==> src/wcs_pkg.sv <==
// shared types and constants of the window comparator stepper
package wcs_pkg;

    // fixed point: 1024 lsb per volt
    localparam int VMAX      = 10240;
    localparam int STEP_MAX  = 5120;
    localparam int ONE_VOLT  = 1024;
    localparam int BAR_STEPS = 10;

    localparam int V_W       = 15;                         // accumulator and bias
    localparam int RANGE_W   = 14;                         // effective range
    localparam int STEP_W    = 14;                         // effective step
    localparam int X2_W      = 18;                         // doubled values
    localparam int NUM_W     = $clog2(BAR_STEPS * 5 * VMAX + 1);
    localparam int DEN_W     = RANGE_W + 1;
    localparam int BAR_CNT_W = $clog2(BAR_STEPS + 1);
    localparam int BAR_W     = 4;

    localparam int IN_W      = 120;
    localparam int OUT_W     = 24;
    localparam int ADDR_W    = 4;

    // register indexes
    localparam logic [1:0] REG_BIAS  = 2'd0;
    localparam logic [1:0] REG_RANGE = 2'd1;
    localparam logic [1:0] REG_STEP  = 2'd2;
    localparam logic [1:0] REG_EXT   = 2'd3;

    typedef struct packed {
        logic [13:0] bias_knob;
        logic [13:0] range_knob;
        logic [11:0] step_knob;
        logic        external_source;
    } wcs_cfg_t;

    typedef struct packed {
        logic capture;
        logic resolve;
        logic walls;
        logic update;
        logic prep;
        logic div_step;
        logic publish;
    } wcs_cmd_t;

    typedef struct packed {
        logic div_done;
    } wcs_stat_t;

endpackage

==> src/window_comparator_stepper.sv <==
// top level of the window comparator stepper
// One transaction on the input stream carries the control voltages of one
// sample (signed, 1024 lsb per volt) and yields exactly one result
// transaction. The block works on one sample at a time: after an input
// transaction it clamps the controls, builds the window walls, tests and
// updates the accumulator and forms the bar numerator, in that order, then
// the bar level divider subtracts once per cycle until the bar level is
// found, and at last the output register is loaded. The repeated subtraction
// of the bar divider makes the time a sample takes depend on its bar level.
// The result sits in an output register, so the next sample is accepted
// while it waits; a sample only holds in its output state while the
// result before it has not been taken yet. Knob registers are written over
// the apb port at byte address 4*index and should change only while the
// block is idle.
module window_comparator_stepper
    import wcs_pkg::*;
(
    input  logic              aclk,
    input  logic              aresetn,
    // input stream
    input  logic              s_tvalid,
    output logic              s_tready,
    // [15:0] signal_sample, [31:16] bias_cv, [47:32] range_cv, [63:48] step_cv,
    // [79:64] invert_cv, [95:80] trigger_cv, [111:96] reset_cv,
    // [112] trigger_button, [113] reset_button, [119:114] zero
    input  logic [IN_W-1:0]   s_tdata,
    // result stream
    output logic              m_tvalid,
    input  logic              m_tready,
    // [0] above_window, [1] below_window, [16:2] stepper_value,
    // [20:17] bar_level, [21] edge_seen, [23:22] zero
    output logic [OUT_W-1:0]  m_tdata,
    // configuration port
    input  logic              psel,
    input  logic              penable,
    input  logic              pwrite,
    input  logic [ADDR_W-1:0] paddr,
    input  logic [31:0]       pwdata,
    output logic [31:0]       prdata,
    output logic              pready
);

    wcs_cfg_t  cfg;
    wcs_cmd_t  cmd;
    wcs_stat_t stat;

    // knob registers
    wcs_regs u_regs (
        .aclk    (aclk),
        .aresetn (aresetn),
        .psel    (psel),
        .penable (penable),
        .pwrite  (pwrite),
        .paddr   (paddr),
        .pwdata  (pwdata),
        .prdata  (prdata),
        .pready  (pready),
        .cfg     (cfg)
    );

    // sequencer: one step per stage, then waits on the divider and on the result stream
    wcs_ctrl u_ctrl (
        .aclk     (aclk),
        .aresetn  (aresetn),
        .s_tvalid (s_tvalid),
        .s_tready (s_tready),
        .m_tvalid (m_tvalid),
        .m_tready (m_tready),
        .stat     (stat),
        .cmd      (cmd)
    );

    // arithmetic, accumulator state and output register
    wcs_datapath u_dp (
        .aclk    (aclk),
        .aresetn (aresetn),
        .cfg     (cfg),
        .s_tdata (s_tdata),
        .cmd     (cmd),
        .stat    (stat),
        .m_tdata (m_tdata)
    );

endmodule

==> src/wcs_regs.sv <==
// apb register file holding the knob settings
module wcs_regs
    import wcs_pkg::*;
(
    input  logic              aclk,
    input  logic              aresetn,
    input  logic              psel,
    input  logic              penable,
    input  logic              pwrite,
    input  logic [ADDR_W-1:0] paddr,
    input  logic [31:0]       pwdata,
    output logic [31:0]       prdata,
    output logic              pready,
    output wcs_cfg_t          cfg
);

    wcs_cfg_t   cfg_reg;
    logic [1:0] idx;
    logic       wr_en;

    assign idx    = paddr[3:2];
    assign wr_en  = psel && penable && pwrite;
    assign pready = 1'b1;
    assign cfg    = cfg_reg;

    always_ff @(posedge aclk) begin
        if (!aresetn) begin
            cfg_reg.bias_knob       <= 14'd1024;
            cfg_reg.range_knob      <= 14'd3072;
            cfg_reg.step_knob       <= 12'd427;
            cfg_reg.external_source <= 1'b0;
        end else if (wr_en) begin
            unique case (idx)
                REG_BIAS:  cfg_reg.bias_knob       <= pwdata[13:0];
                REG_RANGE: cfg_reg.range_knob      <= pwdata[13:0];
                REG_STEP:  cfg_reg.step_knob       <= pwdata[11:0];
                REG_EXT:   cfg_reg.external_source <= pwdata[0];
                default: ;
            endcase
        end
    end

    always_comb begin
        unique case (idx)
            REG_BIAS:  prdata = {18'd0, cfg_reg.bias_knob};
            REG_RANGE: prdata = {18'd0, cfg_reg.range_knob};
            REG_STEP:  prdata = {20'd0, cfg_reg.step_knob};
            REG_EXT:   prdata = {31'd0, cfg_reg.external_source};
            default:   prdata = 32'd0;
        endcase
    end

endmodule

==> src/wcs_ctrl.sv <==
// sequencing state machine and output valid
module wcs_ctrl
    import wcs_pkg::*;
(
    input  logic      aclk,
    input  logic      aresetn,
    input  logic      s_tvalid,
    output logic      s_tready,
    output logic      m_tvalid,
    input  logic      m_tready,
    input  wcs_stat_t stat,
    output wcs_cmd_t  cmd
);

    typedef enum logic [2:0] {
        ST_IDLE, ST_LOAD, ST_WALL, ST_EVAL, ST_PREP, ST_DIV, ST_OUT
    } state_t;

    state_t state_reg, state_next;
    logic   m_valid_reg, m_valid_next;

    assign s_tready = (state_reg == ST_IDLE);
    assign m_tvalid = m_valid_reg;

    always_comb begin
        state_next   = state_reg;
        m_valid_next = m_valid_reg;
        cmd          = '0;
        if (m_valid_reg && m_tready) begin
            m_valid_next = 1'b0;
        end
        unique case (state_reg)
            ST_IDLE: begin
                if (s_tvalid) begin
                    cmd.capture = 1'b1;
                    state_next  = ST_LOAD;
                end
            end
            ST_LOAD: begin
                cmd.resolve = 1'b1;
                state_next  = ST_WALL;
            end
            ST_WALL: begin
                cmd.walls  = 1'b1;
                state_next = ST_EVAL;
            end
            ST_EVAL: begin
                cmd.update = 1'b1;
                state_next = ST_PREP;
            end
            ST_PREP: begin
                cmd.prep   = 1'b1;
                state_next = ST_DIV;
            end
            ST_DIV: begin
                if (stat.div_done) begin
                    state_next = ST_OUT;
                end else begin
                    cmd.div_step = 1'b1;
                end
            end
            ST_OUT: begin
                if (!m_valid_reg || m_tready) begin
                    cmd.publish  = 1'b1;
                    m_valid_next = 1'b1;
                    state_next   = ST_IDLE;
                end
            end
            default: state_next = ST_IDLE;
        endcase
    end

    always_ff @(posedge aclk) begin
        if (!aresetn) begin
            state_reg   <= ST_IDLE;
            m_valid_reg <= 1'b0;
        end else begin
            state_reg   <= state_next;
            m_valid_reg <= m_valid_next;
        end
    end

endmodule

==> src/wcs_datapath.sv <==
// clamping, window test, accumulator and bar level divider
module wcs_datapath
    import wcs_pkg::*;
(
    input  logic             aclk,
    input  logic             aresetn,
    input  wcs_cfg_t         cfg,
    input  logic [IN_W-1:0]  s_tdata,
    input  wcs_cmd_t         cmd,
    output wcs_stat_t        stat,
    output logic [OUT_W-1:0] m_tdata
);

    // captured sample
    logic signed [15:0] sample_reg, bias_cv_reg, range_cv_reg, step_cv_reg;
    logic signed [15:0] invert_cv_reg, trig_cv_reg, rst_cv_reg;
    logic               trig_btn_reg, rst_btn_reg;

    // effective controls
    logic signed [V_W-1:0]    bias_reg;
    logic [RANGE_W-1:0]       range_reg;
    logic signed [STEP_W-1:0] step_reg;
    logic                     trig_reg, rst_reg;

    // walls
    logic signed [X2_W-1:0] up2_reg, lo2_reg, x2_reg;

    // state
    logic signed [V_W-1:0] acc_reg, acc_next;
    logic                  last_trig_reg, last_rst_reg;
    logic                  above_reg, below_reg, edge_reg;

    // divider
    logic [NUM_W-1:0]     rem_reg;
    logic [DEN_W-1:0]     den_reg;
    logic [BAR_CNT_W-1:0] q_reg;
    logic                 n_pos_reg;

    logic [OUT_W-1:0] out_reg;

    // resolve stage
    logic signed [16:0] bias_sum, range_sum, step_sum, range_abs;
    logic signed [V_W-1:0]    bias_eff;
    logic [RANGE_W-1:0]       range_eff;
    logic signed [STEP_W-1:0] step_clamp, step_eff;
    logic                     invert;

    always_comb begin
        bias_sum  = 17'(signed'(cfg.bias_knob)) + 17'(bias_cv_reg);
        range_sum = signed'({3'd0, cfg.range_knob}) + 17'(range_cv_reg);
        step_sum  = 17'(signed'(cfg.step_knob)) + 17'(step_cv_reg);
        range_abs = range_sum[16] ? -range_sum : range_sum;
        invert    = (int'(invert_cv_reg) > 0);

        if (int'(bias_sum) > VMAX)       bias_eff = V_W'(VMAX);
        else if (int'(bias_sum) < -VMAX) bias_eff = V_W'(-VMAX);
        else                             bias_eff = bias_sum[V_W-1:0];

        if (int'(range_abs) > VMAX) range_eff = RANGE_W'(VMAX);
        else                        range_eff = range_abs[RANGE_W-1:0];

        if (int'(step_sum) > STEP_MAX)       step_clamp = STEP_W'(STEP_MAX);
        else if (int'(step_sum) < -STEP_MAX) step_clamp = STEP_W'(-STEP_MAX);
        else                                 step_clamp = step_sum[STEP_W-1:0];
        step_eff = invert ? -step_clamp : step_clamp;
    end

    // evaluate stage
    logic                  above, below, trig_edge, rst_edge, use_corr;
    logic signed [15:0]    delta, acc_sum;
    logic signed [V_W-1:0] acc_stepped;

    always_comb begin
        if (cfg.external_source) begin
            above = x2_reg > up2_reg;
            below = !above && (x2_reg < lo2_reg);
        end else if (!step_reg[STEP_W-1]) begin
            above = x2_reg >= up2_reg;
            below = !above && (x2_reg < lo2_reg);
        end else begin
            above = x2_reg > up2_reg;
            below = !above && (x2_reg <= lo2_reg);
        end
        use_corr = !cfg.external_source && (above || below) && (range_reg != '0);
        if (use_corr) begin
            delta = above ? -signed'({2'd0, range_reg}) : signed'({2'd0, range_reg});
        end else begin
            delta = 16'(step_reg);
        end
        acc_sum = 16'(acc_reg) + delta;
        if (int'(acc_sum) > VMAX)       acc_stepped = V_W'(VMAX);
        else if (int'(acc_sum) < -VMAX) acc_stepped = V_W'(-VMAX);
        else                            acc_stepped = acc_sum[V_W-1:0];

        trig_edge = trig_reg && !last_trig_reg;
        rst_edge  = rst_reg && !last_rst_reg;
        acc_next  = acc_reg;
        if (rst_edge) begin
            acc_next = cfg.external_source ? '0 : bias_reg;
        end else if (trig_edge) begin
            acc_next = acc_stepped;
        end
    end

    // bar level numerator
    logic signed [X2_W-1:0] n_val;
    logic                   n_pos;

    always_comb begin
        n_val = X2_W'((int'(acc_reg) <<< 1) - (int'(bias_reg) <<< 1) + int'(range_reg));
        n_pos = (int'(n_val) > 0);
    end

    logic [BAR_CNT_W+BAR_W-1:0] bar_wide;

    assign stat.div_done = !n_pos_reg || (q_reg == BAR_CNT_W'(BAR_STEPS))
                           || (rem_reg < NUM_W'(den_reg));
    assign bar_wide      = {{BAR_W{1'b0}}, q_reg};
    assign m_tdata       = out_reg;

    always_ff @(posedge aclk) begin
        if (cmd.capture) begin
            sample_reg    <= s_tdata[15:0];
            bias_cv_reg   <= s_tdata[31:16];
            range_cv_reg  <= s_tdata[47:32];
            step_cv_reg   <= s_tdata[63:48];
            invert_cv_reg <= s_tdata[79:64];
            trig_cv_reg   <= s_tdata[95:80];
            rst_cv_reg    <= s_tdata[111:96];
            trig_btn_reg  <= s_tdata[112];
            rst_btn_reg   <= s_tdata[113];
        end
        if (cmd.resolve) begin
            bias_reg  <= bias_eff;
            range_reg <= range_eff;
            step_reg  <= step_eff;
            trig_reg  <= (int'(trig_cv_reg) > ONE_VOLT) || trig_btn_reg;
            rst_reg   <= (int'(rst_cv_reg) > ONE_VOLT) || rst_btn_reg;
        end
        if (cmd.walls) begin
            up2_reg <= X2_W'((int'(bias_reg) <<< 1) + int'(range_reg));
            lo2_reg <= X2_W'((int'(bias_reg) <<< 1) - int'(range_reg));
            x2_reg  <= cfg.external_source ? X2_W'(int'(sample_reg) <<< 1)
                                           : X2_W'(int'(acc_reg) <<< 1);
        end
        if (cmd.update) begin
            above_reg <= above;
            below_reg <= below;
            edge_reg  <= trig_edge || rst_edge;
        end
        if (cmd.prep) begin
            n_pos_reg <= n_pos;
            rem_reg   <= n_pos ? NUM_W'(BAR_STEPS * int'(n_val)) : '0;
            den_reg   <= {range_reg, 1'b0};
            q_reg     <= '0;
        end else if (cmd.div_step) begin
            rem_reg <= rem_reg - NUM_W'(den_reg);
            q_reg   <= q_reg + BAR_CNT_W'(1);
        end
        if (cmd.publish) begin
            out_reg <= {2'd0, edge_reg, bar_wide[BAR_W-1:0], acc_reg, below_reg, above_reg};
        end
    end

    always_ff @(posedge aclk) begin
        if (!aresetn) begin
            acc_reg       <= V_W'(ONE_VOLT);
            last_trig_reg <= 1'b0;
            last_rst_reg  <= 1'b0;
        end else if (cmd.update) begin
            acc_reg       <= acc_next;
            last_trig_reg <= trig_reg;
            last_rst_reg  <= rst_reg;
        end
    end

endmodule

==> config.mk <==
export PLATFORM = sky130hd
export DESIGN_NAME = window_comparator_stepper
export DESIGN_NICKNAME = d
export VERILOG_FILES = /design/src/wcs_pkg.sv /design/src/window_comparator_stepper.sv /design/src/wcs_regs.sv /design/src/wcs_ctrl.sv /design/src/wcs_datapath.sv
export SDC_FILE = /design/constraint.sdc
export NUM_CORES = 1
export LEC_CHECK = 0
export BUFFER_PORTS_ARGS = -buffer_cell sky130_fd_sc_hd__buf_2
export CAP_MARGIN = 20
export CORE_ASPECT_RATIO = 1.25
export CORE_MARGIN = 2
export CORE_UTILIZATION = 45
export CTS_BUF_LIST = sky130_fd_sc_hd__clkbuf_2 sky130_fd_sc_hd__clkbuf_4 sky130_fd_sc_hd__clkbuf_8
export DETAILED_ROUTE_END_ITERATION = 10
export GPL_ROUTABILITY_DRIVEN = 0
export PLACE_DENSITY = 0.61
export RECOVER_POWER = 100
export SETUP_SLACK_MARGIN = 0.1
export SLEW_MARGIN = 10
export SYNTH_ARGS = -nofsm -noshare
export SYNTH_HDL_FRONTEND = slang
export SYNTH_HIERARCHICAL = 1
export SYNTH_SLANG_ARGS = --single-unit
==> constraint.sdc <==
create_clock -name aclk -period 6.9 [get_ports aclk]
set_clock_uncertainty 0.15 [all_clocks]
set_input_delay 0.345 -clock aclk [delete_from_list [all_inputs] [get_ports aclk]]
set_output_delay 0.345 -clock aclk [all_outputs]
set_load 0.01 [all_outputs]
==> summary.md <==
| Metric | Value |
|---|---|
| Status | finished with violations |
| Failing checks | capacitance limit, slew limit |
| Worst-Skew Late Latency | about 0.66 ns |
| Fin. Hold Viols | 0 |
| Layout Nets | approximately 2,800 |
| Die Footprint | 0.0495 mm2 |
| Routed len/inst | 17.8 um |
| DRC errors left | 0 |
| Setup ws final | 0.468 ns |
| EDFF count, synth | 266 |
| Final Critical Period | 6.43 ns |
| Detailed placer's ending HPWL | 41,200 um |
| Post CTS Setup Buffer Count | 0 |
| Final std cell area, no fill | 0.0253 mm2 |
| Max reg flops | around 40 |
| DRT iter0 DRCs | 1,024 |
| Max-Cap Viols | 8 |
| Register bit total from synthesis | 332 |
| H-Tree Depth | 2 |
| CP max FO | 13 |
| CP required | between 7 and 8 ns |
| Post-Syn Area | 0.0215 mm2 |
| Synth-to-Final Area Change | 17.8% |
| CTS clk-pin slew, worst paths | 0.06 ns |
| IO Port Bufs | 174 |
| Total CTS buffers | 55 |
| Crit path capture type | register |
| Reg2reg end | u_dp/acc_reg[11]$_SDFFE_PN0P_ |
| Reg-to-Reg Start | u_dp/x2_reg[16]$_DFFE_PP_ |
| Starting density of the core | 45.6% |
| CTS tree | done |
| Top_reg_cell synth | edfxtp_1 |
| Via Count | around 17,000 |
| TNS Setup | 0 ns |
| Synth warn | 6 |
| Non-Filler Instances | ~3,100 |
| Highest clock rate | 0.155 GHz |
| Core Rows | between 80 and 90 |
| Total global routing overflow | 0 |
| Slew margin rel. | -133% |
| Total Wirelength | 55,900 um |
| Pleak | 10.2 nW |
| Drt first pass iters | 5 |
| P per Cell Area | ~290 mW/mm2 |
| Vias per cell | 5.41 |
| Clock Path Buffers | 3 |
| Post-place setup slack | 0.418 ns |
| Vias in the first global route | between 15,000 and 20,000 |
| Cells after Synth | ~2,100 |
| Worst ir drop on vdd | 0.000250 V |
| DP Cell Count | 2,896 |
| CP Class | register to register |
| Crit path from | u_dp/x2_reg[16]$_DFFE_PP_ |
| Die outline height | about 250 um |
| I/O pin cnt | 222 |
| RSZ-0062 raised after global routing | no |
| Final core utilization | 53.7% |
| Remaining antenna violation count | 0 |
| Min-Delay Path Class | primary input to register |
| Slew Limit Fails | roughly 300 |
| Asr flop ratio synth | 0% |
| CP startpoint kind | register |
| CP arrival | 6.82 ns |
| Placed cell area | 0.0229 mm2 |
| Largest net degree at the start of global routing | 80 |
| FF-to-FF path depth | 22 |
| Worst setup path end | u_dp/acc_reg[11]$_SDFFE_PN0P_ |
| Final setup violation count | 0 |
| Core area | 0.0471 mm2 |
| Library cells used by synthesis | 97 |
| Root Driver | clkbuf_8 |
| Commonest non-fill, non-tap cell in the layout | edfxtp_1 |
| Fin crit share | roughly 93% |
| Initial antenna violation count | 1 |
| Worst slew pin tran | 3.50 ns |
| GRT Util Overall | 22.4% |
| Setup slack, reg-to-reg | roughly 0.47 ns |
| CTS Sinks | 332 |
| Syn Area/Cell | 10.1 um2 |
| Share of layout cells above drive strength 1 | 10.2% |
| Register area share after synthesis | a little over two fifths |
| Die Width | 199 um |
| First-pass GRT wire length | roughly 87,000 um |
| Most frequent cells in the layout | edfxtp_1, ha_1, inv_1, nand2_1, nor2_1 |
[kinds of logic after synthesis]
family                   share of synthesized area (%)
flip-flops                                        43.4
buffers and inverters                             5.33
XOR/XNOR                                          5.41
adder cells (fa/ha/maj)                           13.5
AND/OR/NAND/NOR                                   13.6
other                                           0.0525
AO/OA/AOI/OAI                                     15.9
multiplexers                                      2.76
[cell type report]
cell class                 count  area [um2]
clock inverter                21         148
timing repair buffer         325        2240
sequential                   332        9310
inverter                     194         728
tap                          637         797
antenna                        1        2.50
clock buffer                  82        1020
multi-input combinational   1544       11000
fill                        4182       21800
[metrics by stage]
step                hold WS (ns)  power [W]
finish                     0.123    0.00728
CTS                       0.0593    0.00731
global route               0.127    0.00778
global placement           0.257    0.00532
detailed placement         0.256    0.00538
floorplan                  0.250    0.00472
[critical path: stages (launching register included)]
cell and delay, ns:
edfxtp_1 0.40, ha_1 0.33, or3b_2 0.46, o31a_1 0.30
nor3_1 0.20, nor2b_1 0.10, nor2_1 0.27, inv_2 0.17
o21a_1 0.34, mux2_1 0.39, ha_1 0.20, inv_1 0.07
fa_1 0.21, nor2b_1 0.07, o31a_1 0.30, o211a_1 0.27
a311oi_1 0.32, xnor2_1 0.14, nor4_1 0.33, o21ai_0 0.20
a2111oi_2 0.51, a41oi_2 0.22, a41o_1 0.36
[cells in the mapped netlist, types with 24 or more instances]
master    number  area share (%)
inv_1        194             3.4
ha_1         197              11
a21oi_1      132             3.1
a21o_1        24            0.84
xor2_1        48             2.0
a211oi_1      25            0.87
nor3_1        40            0.93
buf_4         25            0.87
edfxtp_1     266              37
mux2i_1       51             2.4
xnor2_1       82             3.3
o21ai_0      124             2.9
dfxtp_1       66             6.2
nor2b_1       38             1.1
o21a_1        24            0.84
clkbuf_1      33            0.58
nand3_1       43             1.0
nand2_1      161             2.8
nor2_1       158             2.8
[layer usage]
layer  vias up  track usage, %  share of wire (%)
met3       120            3.61                4.5
met1      8058            26.9                 41
met5         -               0                  0
met2       438            39.1                 50
met4         0            10.6                4.5
li1       8359               -                  -
[worst min path at each step]
stage                        startpoint                         end  slack, ns  cells after the start
2_1_floorplan  u_dp/above_reg$_DFFE_PP_   u_dp/m_tdata[0]$_DFFE_PP_       0.25                      0
3_3_place_gp    u_dp/edge_reg$_DFFE_PP_  u_dp/m_tdata[21]$_DFFE_PP_       0.26                      0
3_5_place_dp   u_dp/below_reg$_DFFE_PP_   u_dp/m_tdata[1]$_DFFE_PP_       0.26                      0
4_1_cts                        paddr[2]  u_regs/cfg[0]$_SDFFE_PN0P_       0.06                      3
5_1_grt                        paddr[2]  u_regs/cfg[0]$_SDFFE_PN0P_       0.13                      3
6_report                       paddr[2]  u_regs/cfg[0]$_SDFFE_PN0P_       0.12                      3
[where the power goes]
part           total, W  leakage (nW)  internal [W]  switching, W
Clock           0.00183         0.617       0.00102      0.000820
Combinational   0.00291          6.63       0.00121       0.00170
Sequential      0.00253          3.00       0.00241      0.000120
[what timing repair did]
item / 4_1_cts / 5_1_grt
hold buffers: 135 / 0
endpoints found under the setup margin: 0 / 11
gates resized for setup: 0 / 4
endpoints found under the hold margin: 159 / 0
Note: power is estimated with default switching activity, not from simulation.
